## src/rtl/core/s256id_pkg.sv

```systemverilog
`timescale 1ns / 1ps
package s256id_pkg;

    localparam int QUEUE_DEPTH = 4;

    // queued item: byte plus flags
    typedef struct packed {
        logic [7:0] msg_byte;
        logic       has_byte;
        logic       last;
    } item_t;

    localparam logic [31:0] INIT_WORDS [8] = '{
        32'h6a09e667, 32'hbb67ae85, 32'h3c6ef372, 32'ha54ff53a,
        32'h510e527f, 32'h9b05688c, 32'h1f83d9ab, 32'h5be0cd19};

    localparam logic [31:0] ROUND_K [64] = '{
        32'h428a2f98, 32'h71374491, 32'hb5c0fbcf, 32'he9b5dba5, 32'h3956c25b, 32'h59f111f1,
        32'h923f82a4, 32'hab1c5ed5, 32'hd807aa98, 32'h12835b01, 32'h243185be, 32'h550c7dc3,
        32'h72be5d74, 32'h80deb1fe, 32'h9bdc06a7, 32'hc19bf174, 32'he49b69c1, 32'hefbe4786,
        32'h0fc19dc6, 32'h240ca1cc, 32'h2de92c6f, 32'h4a7484aa, 32'h5cb0a9dc, 32'h76f988da,
        32'h983e5152, 32'ha831c66d, 32'hb00327c8, 32'hbf597fc7, 32'hc6e00bf3, 32'hd5a79147,
        32'h06ca6351, 32'h14292967, 32'h27b70a85, 32'h2e1b2138, 32'h4d2c6dfc, 32'h53380d13,
        32'h650a7354, 32'h766a0abb, 32'h81c2c92e, 32'h92722c85, 32'ha2bfe8a1, 32'ha81a664b,
        32'hc24b8b70, 32'hc76c51a3, 32'hd192e819, 32'hd6990624, 32'hf40e3585, 32'h106aa070,
        32'h19a4c116, 32'h1e376c08, 32'h2748774c, 32'h34b0bcb5, 32'h391c0cb3, 32'h4ed8aa4a,
        32'h5b9cca4f, 32'h682e6ff3, 32'h748f82ee, 32'h78a5636f, 32'h84c87814, 32'h8cc70208,
        32'h90befffa, 32'ha4506ceb, 32'hbef9a3f7, 32'hc67178f2};

    localparam logic [7:0] PAD_BYTE = 8'h80;

    function automatic logic [31:0] rotr(input logic [31:0] x, input int n);
        rotr = (x >> n) | (x << (32 - n));
    endfunction

    // lower-case ASCII hex digit
    function automatic logic [7:0] hex_char(input logic [3:0] nib);
        hex_char = (nib < 4'd10) ? (8'h30 + {4'h0, nib}) : (8'h57 + {4'h0, nib});
    endfunction

endpackage

```

## src/rtl/core/s256id_front.sv

```systemverilog
`timescale 1ns / 1ps
module s256id_front
    import s256id_pkg::*;
#(
    parameter int DEPTH = QUEUE_DEPTH
)
(
    input  logic       clk,
    input  logic       rst_n,
    input  logic [7:0] msg_byte,
    input  logic       has_byte,
    input  logic       last,
    output logic       ready,
    output logic       q_valid,
    output item_t      q_item,
    input  logic       q_ready
);

    localparam int AW = $clog2(DEPTH);

    item_t             mem [DEPTH];
    logic [AW-1:0]     wr_reg, rd_reg;
    logic [AW:0]       cnt_reg;
    logic              push, pop;

    // items with neither byte nor end are dropped here
    assign ready   = (cnt_reg != DEPTH[AW:0]);
    assign push    = ready && (has_byte || last);
    assign q_valid = (cnt_reg != '0);
    assign pop     = q_valid && q_ready;
    assign q_item  = mem[rd_reg];

    always_ff @(posedge clk)
    begin
        if (push)
        begin
            mem[wr_reg] <= '{msg_byte: msg_byte, has_byte: has_byte, last: last};
        end
    end

    always_ff @(posedge clk or negedge rst_n)
    begin
        if (!rst_n)
        begin
            wr_reg  <= '0;
            rd_reg  <= '0;
            cnt_reg <= '0;
        end
        else
        begin
            if (push)
            begin
                wr_reg <= (wr_reg == AW'(DEPTH - 1)) ? '0 : wr_reg + 1'b1;
            end
            if (pop)
            begin
                rd_reg <= (rd_reg == AW'(DEPTH - 1)) ? '0 : rd_reg + 1'b1;
            end
            cnt_reg <= cnt_reg + (AW+1)'(push) - (AW+1)'(pop);
        end
    end

endmodule

```

## src/rtl/core/s256id_back.sv

```systemverilog
`timescale 1ns / 1ps
module s256id_back
    import s256id_pkg::*;
(
    input  logic        clk,
    input  logic        rst_n,
    input  logic        q_valid,
    input  item_t       q_item,
    output logic        q_ready,
    output logic        out_valid,
    input  logic        out_ready,
    output logic [47:0] id_text,
    output logic [23:0] id_value
);

    typedef enum logic [4:0] {
        S_COLLECT = 5'b00001,
        S_PAD     = 5'b00010,
        S_ROUND   = 5'b00100,
        S_FINAL   = 5'b01000,
        S_WAIT    = 5'b10000
    } state_t;

    state_t       state_reg;
    logic [31:0]  h_reg [8];
    logic [31:0]  v_reg [8];
    logic [31:0]  w_reg [16];
    logic [31:0]  count_reg;
    logic [5:0]   pos_reg;
    logic [5:0]   rnd_reg;
    logic         ending_reg;
    logic         mark_reg;
    logic         len_ok_reg;

    logic [31:0]  w_new, s0, s1, t1, t2;
    logic [31:0]  h0_sum;
    logic [63:0]  bits;
    logic [7:0]   pad_b;
    logic         fin_done;

    assign bits     = {29'd0, count_reg, 3'd0};
    assign h0_sum   = h_reg[0] + v_reg[0];
    // length block just compressed: message is complete
    assign fin_done = ending_reg && !mark_reg && len_ok_reg;

    // schedule: window slides each round, slot 0 is current word
    always_comb
    begin
        s0    = rotr(w_reg[1], 7) ^ rotr(w_reg[1], 18) ^ (w_reg[1] >> 3);
        s1    = rotr(w_reg[14], 17) ^ rotr(w_reg[14], 19) ^ (w_reg[14] >> 10);
        w_new = w_reg[0] + s0 + w_reg[9] + s1;
        t1 = v_reg[7] + (rotr(v_reg[4], 6) ^ rotr(v_reg[4], 11) ^ rotr(v_reg[4], 25))
             + ((v_reg[4] & v_reg[5]) ^ (~v_reg[4] & v_reg[6])) + ROUND_K[rnd_reg]
             + w_reg[0];
        t2 = (rotr(v_reg[0], 2) ^ rotr(v_reg[0], 13) ^ rotr(v_reg[0], 22))
             + ((v_reg[0] & v_reg[1]) ^ (v_reg[0] & v_reg[2]) ^ (v_reg[1] & v_reg[2]));
    end

    // padding byte for current slot: end marker, zeros, then bit length
    always_comb
    begin
        if (mark_reg)
        begin
            pad_b = PAD_BYTE;
        end
        else if (pos_reg[5:3] == 3'b111 && len_ok_reg)
        begin
            pad_b = bits[{~pos_reg[2:0], 3'b000} +: 8];
        end
        else
        begin
            pad_b = 8'h00;
        end
    end

    assign q_ready   = (state_reg == S_COLLECT);
    assign out_valid = (state_reg == S_WAIT);

    always_ff @(posedge clk or negedge rst_n)
    begin
        if (!rst_n)
        begin
            state_reg  <= S_COLLECT;
            count_reg  <= '0;
            pos_reg    <= '0;
            rnd_reg    <= '0;
            ending_reg <= 1'b0;
            mark_reg   <= 1'b0;
            len_ok_reg <= 1'b0;
            for (int i = 0; i < 8; i++)
            begin
                h_reg[i] <= INIT_WORDS[i];
            end
        end
        else
        begin
            unique case (state_reg)
                S_COLLECT:
                begin
                    if (q_valid)
                    begin
                        if (q_item.has_byte)
                        begin
                            count_reg <= count_reg + 32'd1;
                            pos_reg   <= pos_reg + 6'd1;
                        end
                        if (q_item.last)
                        begin
                            ending_reg <= 1'b1;
                            mark_reg   <= 1'b1;
                        end
                        if (q_item.has_byte && pos_reg == 6'd63)
                        begin
                            state_reg <= S_ROUND;
                        end
                        else if (q_item.last)
                        begin
                            state_reg <= S_PAD;
                        end
                    end
                end
                S_PAD:
                begin
                    // marker decides whether the length fits in this block
                    pos_reg <= pos_reg + 6'd1;
                    if (mark_reg)
                    begin
                        mark_reg   <= 1'b0;
                        len_ok_reg <= (pos_reg < 6'd56);
                    end
                    if (pos_reg == 6'd63)
                    begin
                        state_reg <= S_ROUND;
                    end
                end
                S_ROUND:
                begin
                    rnd_reg <= rnd_reg + 6'd1;
                    if (rnd_reg == 6'd63)
                    begin
                        state_reg <= S_FINAL;
                    end
                end
                S_FINAL:
                begin
                    for (int i = 0; i < 8; i++)
                    begin
                        h_reg[i] <= h_reg[i] + v_reg[i];
                    end
                    if (fin_done)
                    begin
                        state_reg <= S_WAIT;
                    end
                    else if (ending_reg)
                    begin
                        // another padding block carries the length
                        len_ok_reg <= 1'b1;
                        state_reg  <= S_PAD;
                    end
                    else
                    begin
                        state_reg <= S_COLLECT;
                    end
                end
                S_WAIT:
                begin
                    if (out_ready)
                    begin
                        state_reg  <= S_COLLECT;
                        count_reg  <= '0;
                        ending_reg <= 1'b0;
                        len_ok_reg <= 1'b0;
                        for (int i = 0; i < 8; i++)
                        begin
                            h_reg[i] <= INIT_WORDS[i];
                        end
                    end
                end
                default:
                begin
                    state_reg <= S_COLLECT;
                end
            endcase
        end
    end

    // schedule window: bytes packed big-endian, then slid per round
    always_ff @(posedge clk)
    begin
        if (state_reg == S_COLLECT && q_valid && q_item.has_byte)
        begin
            w_reg[pos_reg[5:2]][{~pos_reg[1:0], 3'b000} +: 8] <= q_item.msg_byte;
        end
        else if (state_reg == S_PAD)
        begin
            w_reg[pos_reg[5:2]][{~pos_reg[1:0], 3'b000} +: 8] <= pad_b;
        end
        else if (state_reg == S_ROUND)
        begin
            for (int i = 0; i < 15; i++)
            begin
                w_reg[i] <= w_reg[i+1];
            end
            w_reg[15] <= w_new;
        end
    end

    // working variables: loaded from chain outside rounds
    always_ff @(posedge clk)
    begin
        if (state_reg != S_ROUND)
        begin
            for (int i = 0; i < 8; i++)
            begin
                v_reg[i] <= h_reg[i];
            end
        end
        else
        begin
            v_reg[7] <= v_reg[6];
            v_reg[6] <= v_reg[5];
            v_reg[5] <= v_reg[4];
            v_reg[4] <= v_reg[3] + t1;
            v_reg[3] <= v_reg[2];
            v_reg[2] <= v_reg[1];
            v_reg[1] <= v_reg[0];
            v_reg[0] <= t1 + t2;
        end
    end

    // result registers
    always_ff @(posedge clk)
    begin
        if (state_reg == S_FINAL && fin_done)
        begin
            id_value <= h0_sum[31:8];
            for (int i = 0; i < 6; i++)
            begin
                id_text[47-8*i -: 8] <= hex_char(h0_sum[31-4*i -: 4]);
            end
        end
    end

endmodule

```

## src/rtl/core/sha256_short_hex_id_unit.sv

```systemverilog
`timescale 1ns / 1ps
// Short SHA-256 identifier. Items enter through a queue of DEPTH entries that
// accepts one item per cycle while it has room; items with neither a byte nor
// the last flag are dropped there. The engine takes one byte per cycle and,
// after each 64th byte, stalls for the 64 rounds and the final add. After a
// last item it writes the padding bytes (one per cycle up to the end of the
// block) and compresses one or two more blocks, depending on whether the
// length fits in the current block, until the 24-bit value and the six hex
// characters appear. The result is held until taken; meanwhile no further
// bytes are consumed.
module sha256_short_hex_id_unit
    import s256id_pkg::*;
#(
    parameter int DEPTH = QUEUE_DEPTH
)
(
    input  logic        clk,
    input  logic        rst_n,
    input  logic        valid,
    output logic        ready,
    input  logic [7:0]  msg_byte,
    input  logic        has_byte,
    input  logic        last,
    output logic        out_valid,
    input  logic        out_ready,
    output logic [47:0] id_text,
    output logic [23:0] id_value
);

    logic  q_valid, q_ready, f_ready;
    item_t q_item;

    assign ready = f_ready;

    s256id_front #(.DEPTH(DEPTH)) u_front (
        .clk(clk), .rst_n(rst_n),
        .msg_byte(msg_byte), .has_byte(has_byte & valid), .last(last & valid),
        .ready(f_ready), .q_valid(q_valid), .q_item(q_item), .q_ready(q_ready)
    );

    s256id_back u_back (
        .clk(clk), .rst_n(rst_n),
        .q_valid(q_valid), .q_item(q_item), .q_ready(q_ready),
        .out_valid(out_valid), .out_ready(out_ready),
        .id_text(id_text), .id_value(id_value)
    );

endmodule

```

## config.mk

```make
export PLATFORM = sky130hd
export DESIGN_NAME = sha256_short_hex_id_unit
export DESIGN_NICKNAME = d
export VERILOG_FILES = /design/src/rtl/core/s256id_pkg.sv /design/src/rtl/core/s256id_front.sv /design/src/rtl/core/s256id_back.sv /design/src/rtl/core/sha256_short_hex_id_unit.sv
export SDC_FILE = /design/constraint.sdc
export NUM_CORES = 2
export LEC_CHECK = 0
export ABC_AREA = 0
export BUFFER_PORTS_ARGS = -buffer_cell sky130_fd_sc_hd__buf_2
export CORE_MARGIN = 2
export CORE_UTILIZATION = 25
export CTS_BUF_LIST = sky130_fd_sc_hd__clkbuf_8
export DETAILED_ROUTE_END_ITERATION = 12
export PLACE_DENSITY_LB_ADDON = 0.1
export SLEW_MARGIN = 25
export SYNTH_ARGS = -nofsm -noshare
export SYNTH_HDL_FRONTEND = slang
export SYNTH_SLANG_ARGS = --single-unit
```

## constraint.sdc

```tcl
create_clock -name clk -period 8.56 [get_ports clk]
set_clock_uncertainty 0.05 [all_clocks]
set_input_delay 1.712 -clock clk [delete_from_list [all_inputs] [get_ports clk]]
set_output_delay 1.712 -clock clk [all_outputs]
set_load 0.005 [all_outputs]
```

### Yosys cells after proc, flatten, opt, wreduce, memory -nomap -nowiden

Memories as Yosys holds them, arrays and structs flattened.
Cells that the tools add are included.
W data, S select, Z words.

| storage, ports and cells | value |
|---|---|
| register bits | 387 |
| RAM bits | 808 |
| ROM bits | 2048 |
| input bits | 14 |
| output and inout port bits | 74 |
| logic and storage cells | 287 |
| memories kept | 4 |

| operators by class | value |
|---|---|
| add/subtract/negate cells | 38 |
| $lt $le $gt $ge | 8 |
| eq/ne operators | 22 |
| shifts and indexed selects | 4 |
| multiplexer cells | 96 |
| bitwise gates (word level) | 72 |
| reductions and logical operators | 23 |

Memory list:

| memory | words | bits a word | rd ports | clocked after memory_dff | wr ports | RTL line | source |
|---|---|---|---|---|---|---|---|
| (no name shown) | 64 | 32 | 1 | 0 | 0 | s256id_back.sv:53 | `+ ((v_reg[4] & v_reg[5]) ^ (~v_reg[4] & v_reg[6])) + ROUND_K[rnd_reg]` |
| u_back.w_reg | 16 | 32 | 16 | 0 | 16 | s256id_back.sv:27 | `logic [31:0] w_reg [16];` |
| u_back.v_reg | 8 | 32 | 8 | 0 | 8 | s256id_back.sv:26 | `logic [31:0] v_reg [8];` |
| u_front.mem | 4 | 10 | 1 | 0 | 1 | s256id_front.sv:21 | `item_t mem [DEPTH];` |

Operators by type and width:

| operator | number |
|---|---|
| $add A32 B32 Y32 | 18 |
| $mux W32 | 17 |
| $pmux W256 S2 | 1 |
| $xor A32 B32 Y32 | 9 |
| $mux W256 | 1 |
| $and A32 B32 Y32 | 5 |
| $mux W8 | 8 |
| $pmux W32 S2 | 1 |
| $shiftx A64 B7 Y8 | 1 |
| $shiftx A8 B7 Y32 | 2 |
| $mux W1 | 50 |
| $add A7 B4 Y8 const A | 6 |
| $add A6 B4 Y7 const A | 6 |
| $or A1 B1 Y1 | 40 |
| $mux W5 | 7 |
| $add A32 B1 Y32 const B | 1 |
| $not A32 Y32 | 1 |
| $or A10 B32 Y32 | 1 |
| $or A13 B32 Y32 | 1 |
| $or A14 B32 Y32 | 1 |
| $or A15 B32 Y32 | 1 |
| $or A19 B32 Y32 | 1 |
| $or A21 B32 Y32 | 1 |
| $or A25 B32 Y32 | 1 |
| 48 further kinds | 82 |

### Logic depth before layout (Yosys ltp)

An unclocked memory read counts as a cell.

| logic depth | value |
|---|---|
| depth after elaboration | 10 |
| mapped depth | 40 |
| mapped depth without buffers | 38 |

### Hierarchy

A second synthesis with hierarchy kept.

| unflattened totals | value |
|---|---|
| cell total of the unflattened synthesis | 7346 |
| area total of the unflattened synthesis | 72924.9 um^2 |

By module, submodules not included:

| module | instances | cells each | area an instance (um^2) | seq. area each (um^2) |
|---|---|---|---|---|
| s256id_back | 1 | 7252 | 70998.1 | 30360.4 |
| s256id_front | 1 | 92 | 1914.3 | 1376.3 |
| sha256_short_hex_id_unit | 1 | 2 | 12.5 | 0.0 |

### Worst setup path after synthesis

OpenSTA, ideal clock, no wires.

| timing | value |
|---|---|
| kind | reg-to-reg |
| start point | register u_back.rnd_reg[1] |
| end point | memory u_back.v_reg[0][31] |
| setup time | 0.069 ns |
| arrival time | 8.214 ns |
| required time | 8.441 ns |
| path slack | 0.227 ns |
| cell stages (with the launch flop) | 33 |
| buffers on the path | 2 |
| period minus slack after synthesis | 8.333 ns |
| cell sequence | dfrtp_1 -> clkbuf_1 -> inv_1 -> ha_1 -> or2_2 -> buf_1 -> a31oi_1 -> a21oi_1 -> mux4_2 -> fa_1 -> inv_1 -> fa_1 -> fa_1 -> inv_1 -> ha_1 -> a21o_1 -> a31o_1 -> a221o_1 -> a21o_1 -> a41o_1 -> and2_1 -> nor2_1 -> xnor2_1 -> fa_1 -> ha_1 -> or3_1 -> o211ai_1 -> o22a_1 -> a31oi_1 -> a221o_1 -> a21oi_1 -> xnor3_1 -> o21ai_1 |

RTL lines:

| what | RTL line | source |
|---|---|---|
| start: declaration | s256id_back.sv:30 | `logic [5:0] rnd_reg;` |
| start signal: assignment | s256id_back.sv:138 | `rnd_reg <= rnd_reg + 6'd1;` |
| end: declaration | s256id_back.sv:26 |  |

==> summary.md <==
| Metric | Value |
|---|---|
| Final Hold Viols | `0` |
| Clock tree root driver cell | `clkbuf_8` |
| First-pass GRT wire length | `403.3 mm` |
| GRT Overall Usage | `18.44%` |
| Pre-Repair DR Iteration Count | `8` |
| Worst R2R Path Depth | `32` |
| Critical path launch point type | `flip-flop` |
| CTS sink cnt | `1,189` |
| Chip Height | `between 500 and 600 µm` |
| Register area share after synthesis | `43.68%` |
| Fin nets | `~8,000` |
| Required @ worst endpoint | `~9.4 ns` |
| Slowest-stage cell, CP | `fa_1` |
| Crit Reg-Reg Endpoint | `u_back.v_reg[0][31]` |
| DR iter-0 viols | `4,011` |
| DR vias | `about 56,000` |
| F_max | `between 0.1 and 0.15 GHz` |
| Netlist cell types | `115` |
| Critical Path Source | `u_back.rnd_reg[3]` |
| GP Congestion | `0.8729` |
| Slew margin rel. | `28.35%` |
| Sequential Area | `roughly 0.032 mm²` |
| Worst setup path end | `u_back.v_reg[0][31]` |
| Core ar. | `0.2886 mm²` |
| Kind of critical path | `flip-flop to flip-flop` |
| Worst-margin pin slew | `~1.1 ns` |
| Yosys Warn Count | `0` |
| Max FFs per register | `512` |
| Commonest non-fill, non-tap cell in the layout | `nand2_1` |
| # IOs | `88` |
| Post-synth EDFFs | `just over 600` |
| Async set or reset register ratio after synthesis | `26.49%` |
| Fillers | `30,390` |
| Synthesized area per cell | `about 10 µm²` |
| Largest net degree at the start of global routing | `228` |
| Clock Latency Late Sink | `1.07 ns` |
| Tcrit/Tclk final | `95.40%` |
| Area growth from synthesis to layout | `16.39%` |
| Fin Setup TNS | `0 ns` |
| Worst Hold Class | `flip-flop to flip-flop` |
| Reg clk slew, reported paths | `0.06 ns` |
| Die Footprint | `just under 0.3 mm²` |
| Hold path start | `u_back.h_reg[169]` |
| Post-Syn Area | `0.07265 mm²` |
| Clock buffer depth | `4` |
| Most used cell, CP | `inv_1` |
| Drt wl/cell | `between 20 and 25 µm` |
| Post-route minimum period | `roughly 8.2 ns` |
| Share of the synthesized area in the top cell type | `25.54%` |
| Share of layout cells above drive strength 1 | `14.19%` |
| Most frequent cells in the layout | `980 x nand2_1, 665 x a21o_1, 618 x edfxtp_1` |
| # port buffers | `81` |
| Unrepaired setup endpoints after global routing | `no` |
| # DRC | `0` |
| MaxCap Viol Count | `0` |
| FP Rows | `197` |
| Biggest area consumer among synthesized cells | `edfxtp_1` |
| Initial core utilization | `25.17%` |
| Crit path buf inv count | `8` |
| CP top delay family | `compound AO/OA/AOI/OAI gates` |
| Status | `completed` |
| Clock tree from TritonCTS | `built` |
| Primary FF master, synth | `edfxtp_1` |
| Multi-input logic area | `0.03859 mm²` |
| Arrival time at the worst endpoint | `9.04 ns` |
| Worst reg2reg path startpoint | `u_back.rnd_reg[3]` |
| Vias in the first global route | `57,260` |
| R2r setup slk | `between 0.3 and 0.4 ns` |
| Final WL | `about 280 mm` |
| CP endpoint kind | `flip-flop` |
| Cells after synthesis | `7,278` |
| GR Overflow Total | `0` |
| Chip width | `543.1 µm` |
| Max incr delay on CP | `0.55 ns` |
| Max-slew violations | `0` |
| Crit path depth | `32` |
| CTS Buf Count | `236` |
| Vias/cell | `4.803` |
| DRT antenna net count | `0` |
| Ranking of synthesized cells by area | `edfxtp_1 26%, dfxtp_1 7.1%, ha_1 7.0%, a21o_1 6.9%, dfrtp_1 6.1%` |
| Initial antenna violation count | `6` |
| Post-DP HPWL | `202.9 mm` |
| CP max FO | `32` |
| CTS H-tree depth | `4` |
| Synthesis-stage register bit count | `~1,200` |
| Final setup violation count | `0` |
==> worst register-to-register path: cells and delay by family (launching register included) <==
family                     cells  cell delay (ns)
buffers and inverters          8             1.16
xor gates and xnor gates       2             0.43
adders and majority gates      6             2.63
DFF                            1             0.42
and+or+nand+nor                4             0.73
AOI/OAI and AO/OA             12             2.65
==> logic make-up after synthesis <==
group | after synthesis | share of synthesized area (%)
AO/OA/AOI/OAI | 2152 | 19.30
XOR/XNOR | 625 | 7.614
adder cells (fa/ha/maj) | 628 | 12.76
buffers and inverters | 701 | 3.663
flip-flops | 1189 | 43.68
multiplexers | 91 | 1.658
other | 2 | 0.01034
AND/OR/NAND/NOR | 1890 | 11.31
==> cells in the mapped netlist (all sizes together) (23+ instances only) <==
cell type	count
nand2	983
a21o	665
edfxtp	618
o21ai	530
a21oi	466
ha	409
xnor2	387
nor2	382
clkbuf	343
inv	310
dfxtp	256
xor2	236
fa	196
dfrtp	178
nand3	147
dfstp	137
nor3	95
nand2b	60
o21a	58
a31oi	50
o21bai	50
buf	47
a211oi	45
mux2i	45
nor2b	45
o211ai	41
and3	40
o22ai	37
o31ai	37
nand4	27
and2	25
mux2	25
maj3	23
==> worst min path at each step <==
stage / to / slack [ns] / depth (start not counted)
2_1_floorplan: u_back.v_reg[6][11] / 0.38 / 2
3_3_place_gp: u_back.v_reg[6][22] / 0.41 / 2
3_5_place_dp: u_back.v_reg[6][0] / 0.41 / 2
4_1_cts: u_back.v_reg[2][9] / 0.37 / 2
5_1_grt: u_back.v_reg[2][9] / 0.39 / 2
6_report: u_back.v_reg[2][9] / 0.40 / 2
==> timing repair <==
action / in CTS / in global routing
hold buffers: 0 / 0
endpoints found under the setup margin: 2 / 19
gates resized for setup: 1 / 51
buffers inserted: 0 / 3
pin swaps: 0 / 7
==> routing by layer <==
layer  global-route usage (%)  share of wire [%]  up-vias
met5                        0             0.0094        -
met4                    4.584                2.5        4
met3                    2.466                3.8      342
met2                    30.80                 47     1091
met1                    24.98                 46    28250
li1                         -                  -    26460
==> through the flow <==
| stage | area (µm²) | hold WS (ns) | instances | worst slack (ns) | utilization (%) |
|---|---|---|---|---|---|
| floorplan | 72690 | 0.3816 | 7288 | 0.2267 | - |
| global placement | 79740 | 0.4100 | 11260 | 0.09369 | 27.62 |
| detailed placement | 79750 | 0.4086 | 11260 | -0.03879 | 27.63 |
| CTS | 84320 | 0.3729 | 11680 | 0.01400 | 29.21 |
| global route | 84560 | 0.3867 | 11690 | 0.0007852 | 29.30 |
| finish | 84560 | 0.4000 | 11690 | 0.3938 | 29.30 |
==> layout make-up <==
cell class              count  area share, %
flip-flops and latches   1189          37.54
diodes                      6        0.01776
clock inverters           152          1.071
clock buffers             266          4.329
inverters                 311          1.385
multi-input cells        5398          45.64
well taps                3880          5.741
repair buffers            488          4.276
Power is not shown: default switching activity piles up to over one toggle a cycle in this logic, so the estimate is an artifact.
